[src/rtl/core/assert_macros.svh]
// Assertion helpers shared by the RTL.
`ifndef ASSERT_MACROS_SVH
`define ASSERT_MACROS_SVH

// Clocked property, disabled while the active-low reset is asserted.
`define TCW_ASSERT(lbl, clk, rstn, prop, msg) \
  lbl: assert property (@(posedge clk) disable iff (!(rstn)) (prop)) else $error(msg);

// Condition that must never hold.
`define TCW_NEVER(lbl, clk, rstn, cond, msg) \
  `TCW_ASSERT(lbl, clk, rstn, !(cond), msg)

`endif

[src/rtl/core/tcw_pkg.sv]
package tcw_pkg;

  localparam int COLS_DEFAULT = 80;
  localparam int ROWS_DEFAULT = 25;

  localparam logic [7:0] NEWLINE_CODE       = 8'd10;
  localparam logic [7:0] DEFAULT_ATTR_RESET = 8'd15;

  typedef enum logic [2:0] {
    ST_INIT,
    ST_WIPE,
    ST_IDLE,
    ST_EXEC,
    ST_RDATA,
    ST_COPY,
    ST_DRAIN,
    ST_CLR
  } state_t;

  typedef enum logic [1:0] {
    SWP_ZERO,
    SWP_COLS,
    SWP_LASTROW
  } swp_sel_t;

  typedef struct packed {
    logic     capture;
    logic     exec;
    logic     copy_en;
    logic     zero_en;
    logic     swp_load;
    swp_sel_t swp_sel;
    logic     emit;
    logic     emit_scrolled;
  } tcw_cmd_t;

  typedef struct packed {
    logic it_read;
    logic need_scroll;
    logic swp_last;
  } tcw_status_t;

endpackage

[src/rtl/core/tcw_ctrl.sv]
module tcw_ctrl (
  input  logic                clk,
  input  logic                rst_n,
  input  logic                start,
  output logic                busy,
  input  tcw_pkg::tcw_status_t sts,
  output tcw_pkg::tcw_cmd_t   cmd
);
  import tcw_pkg::*;

  state_t state_r, state_nxt;

  always_ff @(posedge clk) begin
    if (!rst_n) begin
      state_r <= ST_INIT;
    end else begin
      state_r <= state_nxt;
    end
  end

  always_comb begin
    state_nxt = state_r;
    case (state_r)
      ST_INIT:  state_nxt = ST_WIPE;
      ST_WIPE:  if (sts.swp_last) state_nxt = ST_IDLE;
      ST_IDLE:  if (start) state_nxt = ST_EXEC;
      ST_EXEC: begin
        if (sts.it_read) state_nxt = ST_RDATA;
        else if (sts.need_scroll) state_nxt = ST_COPY;
        else state_nxt = ST_IDLE;
      end
      ST_RDATA: state_nxt = ST_IDLE;
      ST_COPY:  if (sts.swp_last) state_nxt = ST_DRAIN;
      ST_DRAIN: state_nxt = ST_CLR;
      ST_CLR:   if (sts.swp_last) state_nxt = ST_IDLE;
      default:  state_nxt = ST_INIT;
    endcase
  end

  always_comb begin
    cmd  = '0;
    busy = 1'b1;
    case (state_r)
      ST_INIT: begin
        cmd.swp_load = 1'b1;
        cmd.swp_sel  = SWP_ZERO;
      end
      ST_WIPE:  cmd.zero_en = 1'b1;
      ST_IDLE: begin
        busy        = 1'b0;
        cmd.capture = start;
      end
      ST_EXEC: begin
        cmd.exec = 1'b1;
        if (!sts.it_read && sts.need_scroll) begin
          cmd.swp_load = 1'b1;
          cmd.swp_sel  = SWP_COLS;
        end
        cmd.emit = !sts.it_read && !sts.need_scroll;
      end
      ST_RDATA: cmd.emit = 1'b1;
      ST_COPY:  cmd.copy_en = 1'b1;
      ST_DRAIN: begin
        cmd.swp_load = 1'b1;
        cmd.swp_sel  = SWP_LASTROW;
      end
      ST_CLR: begin
        cmd.zero_en       = 1'b1;
        cmd.emit          = sts.swp_last;
        cmd.emit_scrolled = sts.swp_last;
      end
      default: cmd = '0;
    endcase
  end

`include "assert_macros.svh"

  `TCW_NEVER(a_capture_busy, clk, rst_n, cmd.capture && state_r != ST_IDLE, "capture while busy")
  `TCW_ASSERT(a_copy_drain, clk, rst_n, state_r == ST_COPY && sts.swp_last |=> state_r == ST_DRAIN, "copy did not drain")
  `TCW_NEVER(a_wr_overlap, clk, rst_n, cmd.copy_en && cmd.zero_en, "copy and clear overlap")

endmodule

[config.mk]
export PLATFORM = sky130hd
export DESIGN_NAME = tcw_ctrl
export DESIGN_NICKNAME = d
export VERILOG_FILES = /design/src/rtl/core/tcw_pkg.sv /design/src/rtl/core/tcw_ctrl.sv
export VERILOG_INCLUDE_DIRS = /design/src /design/src/rtl/core
export SDC_FILE = /design/constraint.sdc
export NUM_CORES = 1
export LEC_CHECK = 0
export ABC_CLOCK_PERIOD_IN_PS = 1400
export BUFFER_PORTS_ARGS = -buffer_cell sky130_fd_sc_hd__clkbuf_2
export CAP_MARGIN = 20
export CORE_AREA = 3 3 40 42
export DETAILED_ROUTE_END_ITERATION = 12
export DIE_AREA = 0 0 43 45
export GPL_ROUTABILITY_DRIVEN = 0
export GPL_TIMING_DRIVEN = 1
export PLACE_DENSITY_LB_ADDON = 0.3
export SYNTH_ARGS = -nofsm -noshare
export SYNTH_HDL_FRONTEND = slang
export SYNTH_SLANG_ARGS = --single-unit
[constraint.sdc]
create_clock -name clk -period 1.4 [get_ports clk]
set_input_delay 0.14 -clock clk [delete_from_list [all_inputs] [get_ports clk]]
set_output_delay 0.14 -clock clk [all_outputs]
set_load 0.005 [all_outputs]
; ---- Word level (Yosys, flattened, before mapping)
; Cells that the tools add are included.
[totals]
regBits = 3
latchBits = 0
ramBits = 0
romBits = 0
in_bits = 6
output_inout_bits = 10
word_cells = 33
memories = 0
[op_classes]
n_addsub = 0
n_mul = 0
div = 0
order_cmp = 0
eq_ne = 10
shift = 0
mux = 15
n_bitwise = 0
n_reduce_logical = 7
[op_table]
columns = op, n
row1 = $pmux 3 s7, 1
row2 = $mux 3, 6
row3 = $eq 3x3->1 const B, 4
row4 = $pmux 3 s3, 1
row5 = $eq 3x2->1 const B, 2
row6 = $mux 1, 6
row7 = $ne 2x2->1 const B, 2
row8 = $eq 3x1->1 const B, 1
row9 = $logic_not 3->1, 1
row10 = $pmux 1 s3, 1
row11 = $reduce_and 3->1, 1
row12 = $logic_and 1x1->1, 2
row13 = $logic_not 1->1, 2
row14 = $ne 2x1->1 const B, 1
row15 = $reduce_or 2->1, 1

; ---- Longest topological paths before layout
; Gate-level depths: netlist of run 1.
[depth]
ltp_word = 4
ltp_mapped = 4
depth_no_buf = 3

; ---- Worst setup path before layout of run 1
; Ideal clock, no wire load.
[synth_timing]
path_type = register to register
from = register state_r[2]
to = register state_r[0]
setup_time_ps = 67
arrival_ps = 951
required_time_ps = 1333
path_slack_ps = 382
stages_incl_launch_ff = 5
path_buffers = 1
period_less_slack_ps = 1018
path_cell_list = dfxtp_1 > buf_6 > nand2b_4 > mux2_4 > o21ai_2
[synth_via]
elab_chain_cells = 4
elab_cells_between_ends = 14
classes_between = eq/ne (10) / mux (1) / reduce/logical (3)
[synth_lines]
columns = item, line_no
row1 = "start, declared", tcw_ctrl.sv:11  ; state_t state_r, state_nxt;
row2 = "start signal, assigned", tcw_ctrl.sv:17  ; state_r <= state_nxt;
row3 = $eq 3x3->1 / $eq 3x1->1 (equally long branches), tcw_ctrl.sv:23  ; case (state_r)
row4 = $reduce_or 2->1 (no source line), -
row5 = $ne 2x1->1 (no source line), -
row6 = $reduce_and 3->1 (no source line), -
; Several ways; a longest one is shown, not always the timed one.
; A chain may end at the register's enable or synchronous reset.

==> results.md, run 1 <==
- The setup TNS after final layout is 0 ns.
- 0 antenna diodes ended up in the layout.
- Across the run, the number of max-cap violations was 0.
- The remaining antenna violation count after routing is 0.
- In this run the worst setup path begins at state_r[0].
- The final critical-path setup slack is 0.0935 ns.
- The register containing the most flip-flops in the final layout is state_r.
- The height of the die is 45 microns.
- The clock passes through at most 2 buffers.
- The average instance area after synthesis is 6.85 sq um.
- The region available for standard cell placement spans 1280 sq um.
- The setup slack at placement is 0.241 ns.
- The largest net degree at the start of global routing is 11.
- The clock root buffer master is clkbuf_4.
- Of all nets on the critical path, the largest fanout is 10.
- The analysis attributes to cell leakage a power of 0.195 nW.
- For flop-to-flop paths, the worst setup slack is 0.34 ns.
- The number of stages on the worst hold path is 2.
- The overall overflow remaining after global route is 0.
- The capturing point of the worst reg2reg path is state_r[0].
- The fraction of met3 tracks used by global routing is 2.79%.
- The cell area that synthesis handed to floorplanning was 288 sq um.
- In this run the count of I/O pins placed on the die edge is 16.
- The synthesized-area fraction occupied by adder cells is 0%.
- The hold buffer count at CTS is 0.
- STA classifies the critical path startpoint as a register.
- The arrival time at the worst endpoint is 1.17 ns.
- In this run the tool buffered the top-level ports with 15 buffer cells.
- During synthesis, Yosys emitted a total of 0 warnings.
- The number of sinks handled by clock tree synthesis is 3.
- The kind of end point of the critical path is an output pin.
- The path with the worst hold slack has its endpoint at state_r[2].
- The worst-case clock skew is 0.00642 ns.
- For met2 alone, demand over resource in global routing was 11.4%.
- The die is 43 microns wide.
- The H-tree depth reported by CTS is 1.
- Setup violations remaining at the end of the flow were counted as 0.
- The initial antenna violation count is 0.
- The number of global-route vias before repair is 274.
- The number of instances in the synthesized netlist is 42.
- The die covers 1940 sq um.
- After synthesis the netlist holds a flip-flop and latch count of 3.
- The min-delay analysis places its worst path in the category in2reg.
- The run finished with clean final reports.
- After Yosys synthesis, XOR and XNOR cells account for 0% of the synthesized area.
- In this run the critical register-to-register path is launched from state_r[2].
- The required arrival time at the worst endpoint is 1.26 ns.
- The sum of net half-perimeters after detailed placement is 575 microns.
- The sequential cell area fraction in the yosys report is 20.9%.
- The wire length of the first global-routing pass is 1080 microns.
- The register with the most flip-flops in the layout has 3 of them.
- The most common cell after layout, fill and taps aside is clkbuf_2.
- The number of vias in the routed layout is 323.
- The post-synthesis net count is 48.
- The worst hold path begins at rst_n.
- The total CTS buffers is 3.
- The total power per unit cell area is 1020 nW/um^2.
- The ratio of routed vias to standard cells is 4.36.
- By area, the combinational part of the netlist is dominated by simple AND/OR/NAND/NOR gates.
- Across every metal layer, demand over resource in global routing totals 7.97%.
- The number of detailed-route iterations in the first pass is 4.
- After Yosys synthesis, and, or, nand and nor cells account for 38.7% of the synthesized area.
- For the pin with the worst max-slew slack, the measured transition is 0.199 ns.
- Compared with the post-synthesis result, the final layout area differs by 38.7%.
- The fraction of layout instances using a drive strength above 1 is 44.1%.
- The setup path with the least slack is of type reg2out.
- The insertion delay of the later-clocked pin in the worst-skew pair is 0.24 ns.
- The final number of hold-violating endpoints was 0.
- The library cells used most frequently in the layout, excluding fill and tap cells, are clkbuf_2 (15), nor2_1 (8), nand2_1 (5).
- The timing-limited maximum frequency is 765 MHz.
- Summing the areas of all compound-gate instances in the mapped netlist gives 21.7% of the synthesized area.
- The clock slew seen by the registers of the worst setup and hold paths is 0.04 ns.
- The final layout contains 66 nets.
- The number of cells on the worst reg-to-reg path is 3.
- The row count is 13.
- In this run the tightest slew margin relative to its limit is 86.7%.
- The met1 usage in global routing is 8.61%.
- The detailed router finished its first iteration with 5 violations.
- The count of different cell masters after synthesis is 22.
- The routed design has 736 microns of wire.
- The routing layer with the top usage in global route is met2.
- The post-detailed-route wirelength per cell is 9.95 microns.
- The initial utilization of the core area, before any placement, comes to 22.4%.
- The proportion of synthesized area in mux cells is 5.22%.
- The final routed DRC violation total is 0.
- TritonCTS built the clock tree.
- Setup repair after global routing left no endpoint under its margin.
- The peak supply drop is 0.000205 V.
- The final max-slew violation count is 0.
- The minimum clock period after layout is 1.31 ns.
- In the final layout, the registers with the most flip-flops are state_r (3).
- After layout, the worst path uses 93.3% of the clock period.
-- critical path, cell delays in order (launching register included) --
cell      delay (ns)
dfxtp_2         0.42
nand2b_1        0.19
nand2_1         0.07
o22a_1          0.15
clkbuf_2        0.11
-- kinds of logic (layout without fill, tap and decap cells) --
kind of cell / count (synthesis) / after routing
multiplexers: 1 / 1
flip-flops: 3 / 3
AND/OR/NAND/NOR: 22 / 22
AO/OA/AOI/OAI: 9 / 9
buffers and inverters: 7 / 24
-- cells in the mapped netlist --
library cell / count / share of area [%]
nor2_1: 8 / 10
nand2_1: 5 / 6.5
nand2b_1: 4 / 8.7
dfxtp_1: 3 / 21
inv_1: 3 / 3.9
a21oi_1: 2 / 3.5
nor3_1: 2 / 3.5
a31oi_1: 1 / 2.2
and3_1: 1 / 2.2
buf_2: 1 / 1.7
buf_4: 1 / 2.6
buf_6: 1 / 3.9
inv_2: 1 / 1.3
mux2_4: 1 / 5.2
nand2b_4: 1 / 4.8
nand3b_1: 1 / 2.6
o2111ai_1: 1 / 3.0
o21ai_1: 1 / 1.7
o21ai_2: 1 / 3.0
o22a_1: 1 / 3.0
o22ai_1: 1 / 2.2
o31a_1: 1 / 3.0
-- how the worst max path moves through the flow --
stage / depth (start not counted) / endpoint / slack, ns
floorplan: 4 / state_r[0] / 0.38
global placement: 3 / state_r[0] / 0.24
finish: 4 / cmd[4] / 0.09
detailed placement: 4 / cmd[4] / 0.24
CTS: 4 / cmd[8] / 0.08
global route: 4 / cmd[4] / 0.03
-- area by class of cell --
type	count	area [sq um]
fillers	150	886
flip-flops and latches	3	62.6
inverters	4	15.0
multi-input cells	32	194
repair buffers	16	82.6
clock buffers	4	26.3
well taps	15	18.8
-- routing by layer --
layer	routed length, microns	share of wire, %
met1	355	48
met2	327	44
met3	53	7.2
met4	0	0
met5	0	0
-- what timing repair did --
action                                  CTS  global route
setup buffers                             0             0
gates resized for setup                   1             2
endpoints found under the setup margin    1             1
hold endpoints to repair                  0             0
-- where the power goes --
| group | switching (mW) | internal, mW |
|---|---|---|
| clock | 0.0472 | 0.107 |
| combinational | 0.0643 | 0.0678 |
| sequential | 0.0204 | 0.0987 |
-- through the flow --
| step | instances | hold slack (ns) | power, mW | utilization (%) | instance area, sq um |
|---|---|---|---|---|---|
| final | 74 | 0.153 | 0.405 | 31.1 | 399 |
| after floorplan | 42 | 0.268 | 0.208 | - | 288 |
| after detailed placement | 70 | 0.407 | 0.251 | 28.4 | 365 |
| after CTS | 74 | 0.151 | 0.414 | 30.6 | 393 |
| after global placement | 70 | 0.418 | 0.250 | 28.4 | 365 |
| after global routing | 74 | 0.156 | 0.438 | 31.1 | 399 |
No activity file was read; power rests on OpenSTA's default activity.
==> run 2: changes to the inputs <==
ABC_AREA = 1   (was not set)
==> results.md, run 2 <==
- The number of max-capacitance violations reported is 0.
- The number of vias in the routed layout is 359.
- The count of synthesis-stage warnings from yosys is 0.
- The fraction of layout instances using a drive strength above 1 is 47.9%.
- In the synthesized netlist, the number of instances is 52.
- The initial antenna violation count is 0.
- The detail route stage leaves a number of antenna-violating nets equal to 0.
- In the synthesized netlist the async set-or-reset flop fraction comes to 0%.
- Clock tree synthesis inserted a total of 3 buffers.
- The maximum fanout along the worst path is 7.
- Entering global routing, the biggest net connects 9 pins.
- The final setup violation count is 0.
- A synthesized cell averages 5.75 sq um.
- Ranked by instance count, the synthesized netlist is headed by nand2_1 (10), inv_1 (9), nor2_1 (7).
- The net count of the finished layout is 78.
- The ratio of routed vias to standard cells is 4.17.
- The startpoint of the tightest hold check path is rst_n.
- After clock tree synthesis, the clock-pin slew on the worst setup and hold paths is 0.03 ns.
- For the worst flop-to-flop path, the logic depth is 6.
- The final number of hold-violating endpoints is 0.
- The final layout contains routed wiring with a total length of 755 microns.
- IR analysis of the VDD net gives a maximum drop of 0.000983 V.
- The tightest slew margin relative to the limit is 86.9%.
- In this run the core area contains 13 standard-cell rows.
- The core region is 1280 sq um.
- From synthesis to final layout, the design area changed by 43.1%.
- The repair_antennas step left the layout with diodes totalling 0.
- The total power per unit cell area is 1830 nW/um^2.
- The number of global-route vias before repair came to 330.
- The area share of the largest cell type after synthesis is 20.1%.
- In the post-synthesis netlist, the biggest area contributors are dfxtp_1 (20%), nand2_1 (13%), inv_1 (11%).
- 16 I/O pins were placed.
- The DRC marker count from the first detailed-route iteration is 4.
- The wire length of the first global-routing pass is 1330 microns.
- The post-synthesis net count is 58.
- The pre-antenna-repair detailed-routing pass consisted of 2 iterations.
- The final routed DRC violation total is 0.
- nand2_1 is the most common cell in the netlist.
- The deepest clock path buffer count is 2.
- The tree is rooted in a clkbuf_4.
- For the pin with the worst max-slew slack, the measured transition is 0.194 ns.
- Ranked by flip-flop count, first place goes to state_r.
- The required arrival time at the worst endpoint is 1.26 ns.
- The overall overflow remaining after global route is 0.
- In this run the critical register-to-register path is captured at state_r[0].
- The timing-limited maximum frequency is 775 MHz.
- The final max-slew violation count was 0.
- At the later pin of the worst-skew pair, clock insertion delay measures 0.23 ns.
- Across the whole layout, storage elements account for 66.3 sq um.
- Measured along the x axis, the die boundary spans 43 microns.
- Counting the fill cells in the layout gives 151.
- The post-layout instance count excluding filler cells is 86.
- For this run, the leading register cell type out of synthesis is dfxtp_1.
- The number of enable-type register cells in the synthesized netlist is 0.
- The slack of the worst reg-to-reg path is 0.36 ns.
- Setup total negative slack on the finished layout was measured at 0 ns.
- The startpoint of the lowest-slack register-to-register path is state_r[1].
- The area of the mapped netlist is 299 sq um.
- Setup repair after global routing left no endpoint under its margin.
- The worst hold path passes through 3 cells.
- Port buffering added 15 buffers.
- The kind of launch point of the worst setup path is a register.
- The count of different cell masters after synthesis is 14.
- In this run, placement finished with an instance count of 82.
- The register with the most flip-flops in the layout has 3 of them.
- The hold buffer count at CTS is 0.
- The worst setup path is captured at an output pin.
- The end point of the worst hold path is state_r[1].
- The biggest area contributor in the post-synthesis netlist is dfxtp_1.
- The critical path start-end classification is reg2out.
- The worst-case clock skew is 0.00388 ns.
- The number of setup buffers added after CTS is 0.
- After detailed routing, the average wire length per cell comes to 8.78 microns.
- The share of the Yosys chip area taken by registers is 20.1%.
- The run finished with clean final reports.
- The multi-input logic area is 194 sq um.
- The height of the die is 45 microns.
- The arrival time at the worst endpoint is 1.15 ns.
- The routed design could run at a clock period as short as 1.29 ns.
- For this configuration, the core starts out at a cell density of 23.3%.
- The library cells used most frequently in the layout, excluding fill and tap cells, are clkbuf_2 (15), nand2_1 (10), inv_1 (9).
- The number of flip-flops and latches in the synthesized netlist is 3.
- Cells fill 33.3% of the core in the end.
- Once detailed placement completed, the half-perimeter wirelength came to 616 microns.
- TritonCTS built the clock tree.
- For this run, the total global-route usage over all layers was measured as 9.48%.
- The number of sinks handled by clock tree synthesis is 3.
- In this run the static leakage power is 0.257 nW.
- In the final layout, the registers with the most flip-flops are state_r (3).
- Of the available clock period, the critical path in the final layout requires 92.1%.
- In this run the number of H-tree levels came out at 1.
- The floorplan die area is 1940 sq um.
- The worst hold path belongs to the class in2reg.
- The most common cell after layout, fill and taps aside is clkbuf_2.
[run 2: cell types whose count changed after synthesis, moves of 2 or more]
cell,delta
inv_1,+6
nand2_1,+5
nand2b_1,-4
nand3_1,+4
nor2_2,+4
nand3_2,+3
inv_2,+2
nand2_2,+2
nor3_1,-2
o21ai_0,+2
[run 2: what timing repair did]
action	4_1_cts	5_1_grt
gates resized for setup	2	3
pin swaps	0	1
endpoints found under the setup margin	1	2
[run 2: layer usage]
metal  GRT usage, %  wire (microns)
met3           4.78              74
met5              0               0
met2           14.4             320
met1           11.5             360
met4           3.61               0
[run 2: metrics by stage]
stage / total power, mW / hold slack (ns) / setup WS [ns] / area [sq um]
after detailed placement: 0.622 / 0.388 / 0.236 / 393
after global routing: 0.890 / 0.138 / 0.000277 / 428
after floorplan: 0.484 / 0.266 / 0.394 / 299
after global placement: 0.626 / 0.386 / 0.228 / 393
final: 0.784 / 0.140 / 0.110 / 428
after CTS: 0.791 / 0.135 / 0.0559 / 422
[run 2: worst max path at each step]
stage	start	to	slack [ns]	cells past startpoint
2_1_floorplan	state_r[1]	state_r[0]	0.39	6
3_3_place_gp	state_r[1]	cmd[1]	0.23	5
3_5_place_dp	state_r[0]	cmd[1]	0.24	5
4_1_cts	state_r[2]	cmd[1]	0.06	6
5_1_grt	state_r[1]	cmd[4]	0.0003	6
6_report	state_r[1]	cmd[1]	0.11	5
[run 2: cell type report]
type,instances,area share (%)
Clock buffer,4,6.14
Sequential cell,3,15.5
Inverter,12,11.1
Timing Repair Buffer,15,17.5
Tap cell,15,4.39
Multi-Input combinational cell,37,45.3
[run 2: logic make-up (layout without fill, tap and decap cells)]
kind of cell	count (synthesis)	in the layout	synth area share (%)
buf+inv	12	31	15.1
flops	3	3	20.1
compound gates	5	5	8.37
simple gates	32	32	56.5
[run 2: power by group]
group,internal [mW],switching [mW]
clock network,0.107,0.0433
logic,0.180,0.255
registers,0.132,0.0675
total,0.418,0.366
[run 2: worst max-delay path: stages (launching register included)]
cell and delay [ns]:
dfxtp_2 0.39, nand3_2 0.13, nor2_1 0.15, a21oi_1 0.05, o21ai_1 0.07, clkbuf_2 0.12
==> run 3: changes to the inputs <==
PLACE_DENSITY_LB_ADDON = 0.05   (was 0.3)
==> results.md, run 3 (synthesized netlist as in run 2, its figures left out) <==
- The setup TNS after final layout is 0 ns.
- The number of setup buffers added after CTS is 0.
- In this run the count of I/O pins placed on the die edge is 16.
- The register with the most flip-flops in the layout has 3 of them.
- The height of the die is 45 microns.
- Wires add up to 800 microns.
- In this run the worst path has a maximum fanout of 7.
- The width of the die is 43 microns.
- The region available for standard cell placement spans 1280 sq um.
- The DRC marker count from the first detailed-route iteration is 1.
- The final max-slew violation count came to 0.
- The number of max-capacitance violations reported is 0.
- The internal power of the cells totals 0.411 mW.
- The detail route stage leaves a number of antenna-violating nets equal to 0.
- The arrival time at the worst endpoint is 1.16 ns.
- Per report_power, the clock group accounts for 19.3% of the total.
- The analysis attributes to net switching a power of 0.376 mW.
- Static timing analysis puts the maximum clock frequency at 770 MHz.
- The library cell used most frequently in the layout, excluding fill and tap cells, is clkbuf_2.
- IR analysis of the VDD net gives a maximum drop of 0.000587 V.
- The register containing the most flip-flops in the final layout is state_r.
- The floorplan step defined a die boundary enclosing 1940 sq um.
- The measured slew at the worst slew-check pin is 0.181 ns.
- The overall routing resource usage is 8.99%.
- The startpoint of the lowest-slack register-to-register path is state_r[1].
- In this run the most critical hold path is launched from rst_n.
- CTS built an H-tree with a depth of 1.
- The worst setup path is captured at an output pin.
- The cell with the largest stage delay on the worst path is dfxtp_2.
- For the worst setup path, the data required time is 1.26 ns.
- Sequential cells account for 24.6% of the total power.
- The ratio of routed vias to standard cells is 4.16.
- The final critical-path setup slack is 0.101 ns.
- The total power per unit cell area is 1860 nW/um^2.
- The net count of the finished layout is 78.
- Prior to clock tree synthesis, the placed netlist has a worst setup slack of 0.205 ns.
- The number of vias in the routed layout is 358.
- For this configuration, the core starts out at a cell density of 23.3%.
- The overall overflow remaining after global route is 0.
- The number of sinks handled by clock tree synthesis is 3.
- The final number of hold-violating endpoints is 0.
- The clock slew seen by the registers of the worst setup and hold paths is 0.04 ns.
- The clock tree from TritonCTS is done.
- The critical path start-end classification is reg2out.
- Port buffering added 15 buffers.
- In the layout the commonest cells are clkbuf_2 (15), nand2_1 (10), inv_1 (9).
- The initial antenna violation count is 0.
- The total CTS buffers is 3.
- Measured against its own limit, the worst slew margin works out to 87.8%.
- Tracing the worst setup path back leads to its startpoint at state_r[0].
- For this run, the detailed router's first-pass iteration total came to 2.
- The tree is rooted in a clkbuf_4.
- The flow ran to the end, and the final reports show no timing, DRC or antenna violations.
- Setup violations remaining at the end of the flow were counted as 0.
- The insertion delay of the later-clocked pin in the worst-skew pair is 0.23 ns.
- The hold buffer count at CTS is 0.
- The number of buffers and inverters on the critical path is 1.
- The analysis attributes to cell leakage a power of 0.256 nW.
- Row generation in the floorplan step produced 13 rows.
- The switching portion of total power is 47.8%.
- The deepest clock path buffer count is 2.
- On the final layout, the worst clock skew is 0.00336 ns.
- Setup repair after global routing left no endpoint under its margin.
- The sum of net half-perimeters after detailed placement is 661 microns.
- After detailed routing, the number of remaining DRC violations is 0.
- Cells with a size suffix above 1 make up 47.9% of the layout.
- The signal on the critical path passes through nand3_2 -> nor2_1 -> a21oi_1 -> o21ai_1 -> clkbuf_2.
- The largest registers in the layout are state_r (3).
- The first global-routing pass estimated 1310 microns of wire.
- The post-detailed-route wirelength per cell is 9.30 microns.
- The combinational share of power is 56.1%.
- The growth of design area from synthesis to finish is 41.4%.
- The number of global-route vias before repair is 323.
- The worst hold path belongs to the class in2reg.
- The share of the clock period used by the worst path is 92.8%.
- Broken down by cell family, the worst path's largest delay share belongs to flip-flops.
- The number of diodes added for antenna fixing is 0.
- The minimum clock period after layout is 1.30 ns.
- The kind of launch point of the worst setup path is a register.
- The largest net degree at the start of global routing is 9.
- The largest single stage delay on the critical path is 0.40 ns.
==> run 3: changes by cell type in the layout (fill, tap and decap cells not counted) <==
| cell | previous run | this run |
|---|---|---|
| dfxtp_4 | 1 | 0 |
| dfxtp_2 | 2 | 3 |
| inv_2 | 2 | 3 |
| inv_4 | 1 | 0 |
==> run 3: cell type report <==
class	count	area, sq um
fillers	156	862
repair buffers	15	75.1
inverters	12	45.0
flip-flops and latches	3	63.8
multi-input cells	37	194
well taps	15	18.8
clock buffers	4	26.3
==> run 3: through the flow <==
step / util [%] / instance area, sq um / instances / hold slack [ns] / power (mW)
5_1_grt: 32.9 / 423 / 86 / 0.165 / 0.869
3_3_place_gp: 30.6 / 393 / 82 / 0.386 / 0.647
6_report: 32.9 / 423 / 86 / 0.135 / 0.787
2_1_floorplan: - / 299 / 52 / 0.266 / 0.484
3_5_place_dp: 30.6 / 393 / 82 / 0.386 / 0.635
4_1_cts: 32.8 / 422 / 86 / 0.126 / 0.805
==> run 3: worst reg2reg max path, delay by kind of cell, from the launching register on <==
family / cells / cell delay (ns)
buffers and inverters: 1 / 0.03
DFF: 1 / 0.40
and+or+nand+nor: 6 / 0.52
==> run 3: power by group through the flow <==
stage	Sequential, mW	Combinational, mW	Clock, mW
detailed placement	0.190	0.445	0
finish	0.194	0.442	0.152
global route	0.202	0.502	0.166
CTS	0.195	0.448	0.162
floorplan	0.170	0.314	0
global placement	0.192	0.455	0
==> run 3: what timing repair did <==
action / CTS / global route
gates resized for setup: 2 / 1
endpoints found under the setup margin: 2 / 2
pin swaps: 0 / 0
cloned: 0 / 0
==> run 3: path summary, 6_finish.rpt <==
path                      to  slack, ns  cells after the start
hold reg to reg   state_r[1]       0.58                      2
setup / recovery      cmd[1]       0.10                      5
hold / removal    state_r[1]       0.14                      3
setup reg to reg  state_r[0]       0.33                      7
==> run 3: metal layers <==
| metal | up-vias | routed length (microns) | global-route usage (%) | share of wire (%) |
|---|---|---|---|---|
| li1 | 196 | - | - | - |
| met1 | 152 | 374 | 11.5 | 47 |
| met2 | 10 | 369 | 13.8 | 46 |
| met3 | 0 | 56 | 1.99 | 7.0 |
| met4 | 0 | 0 | 5.42 | 0 |
| met5 | - | 0 | 0 | 0 |
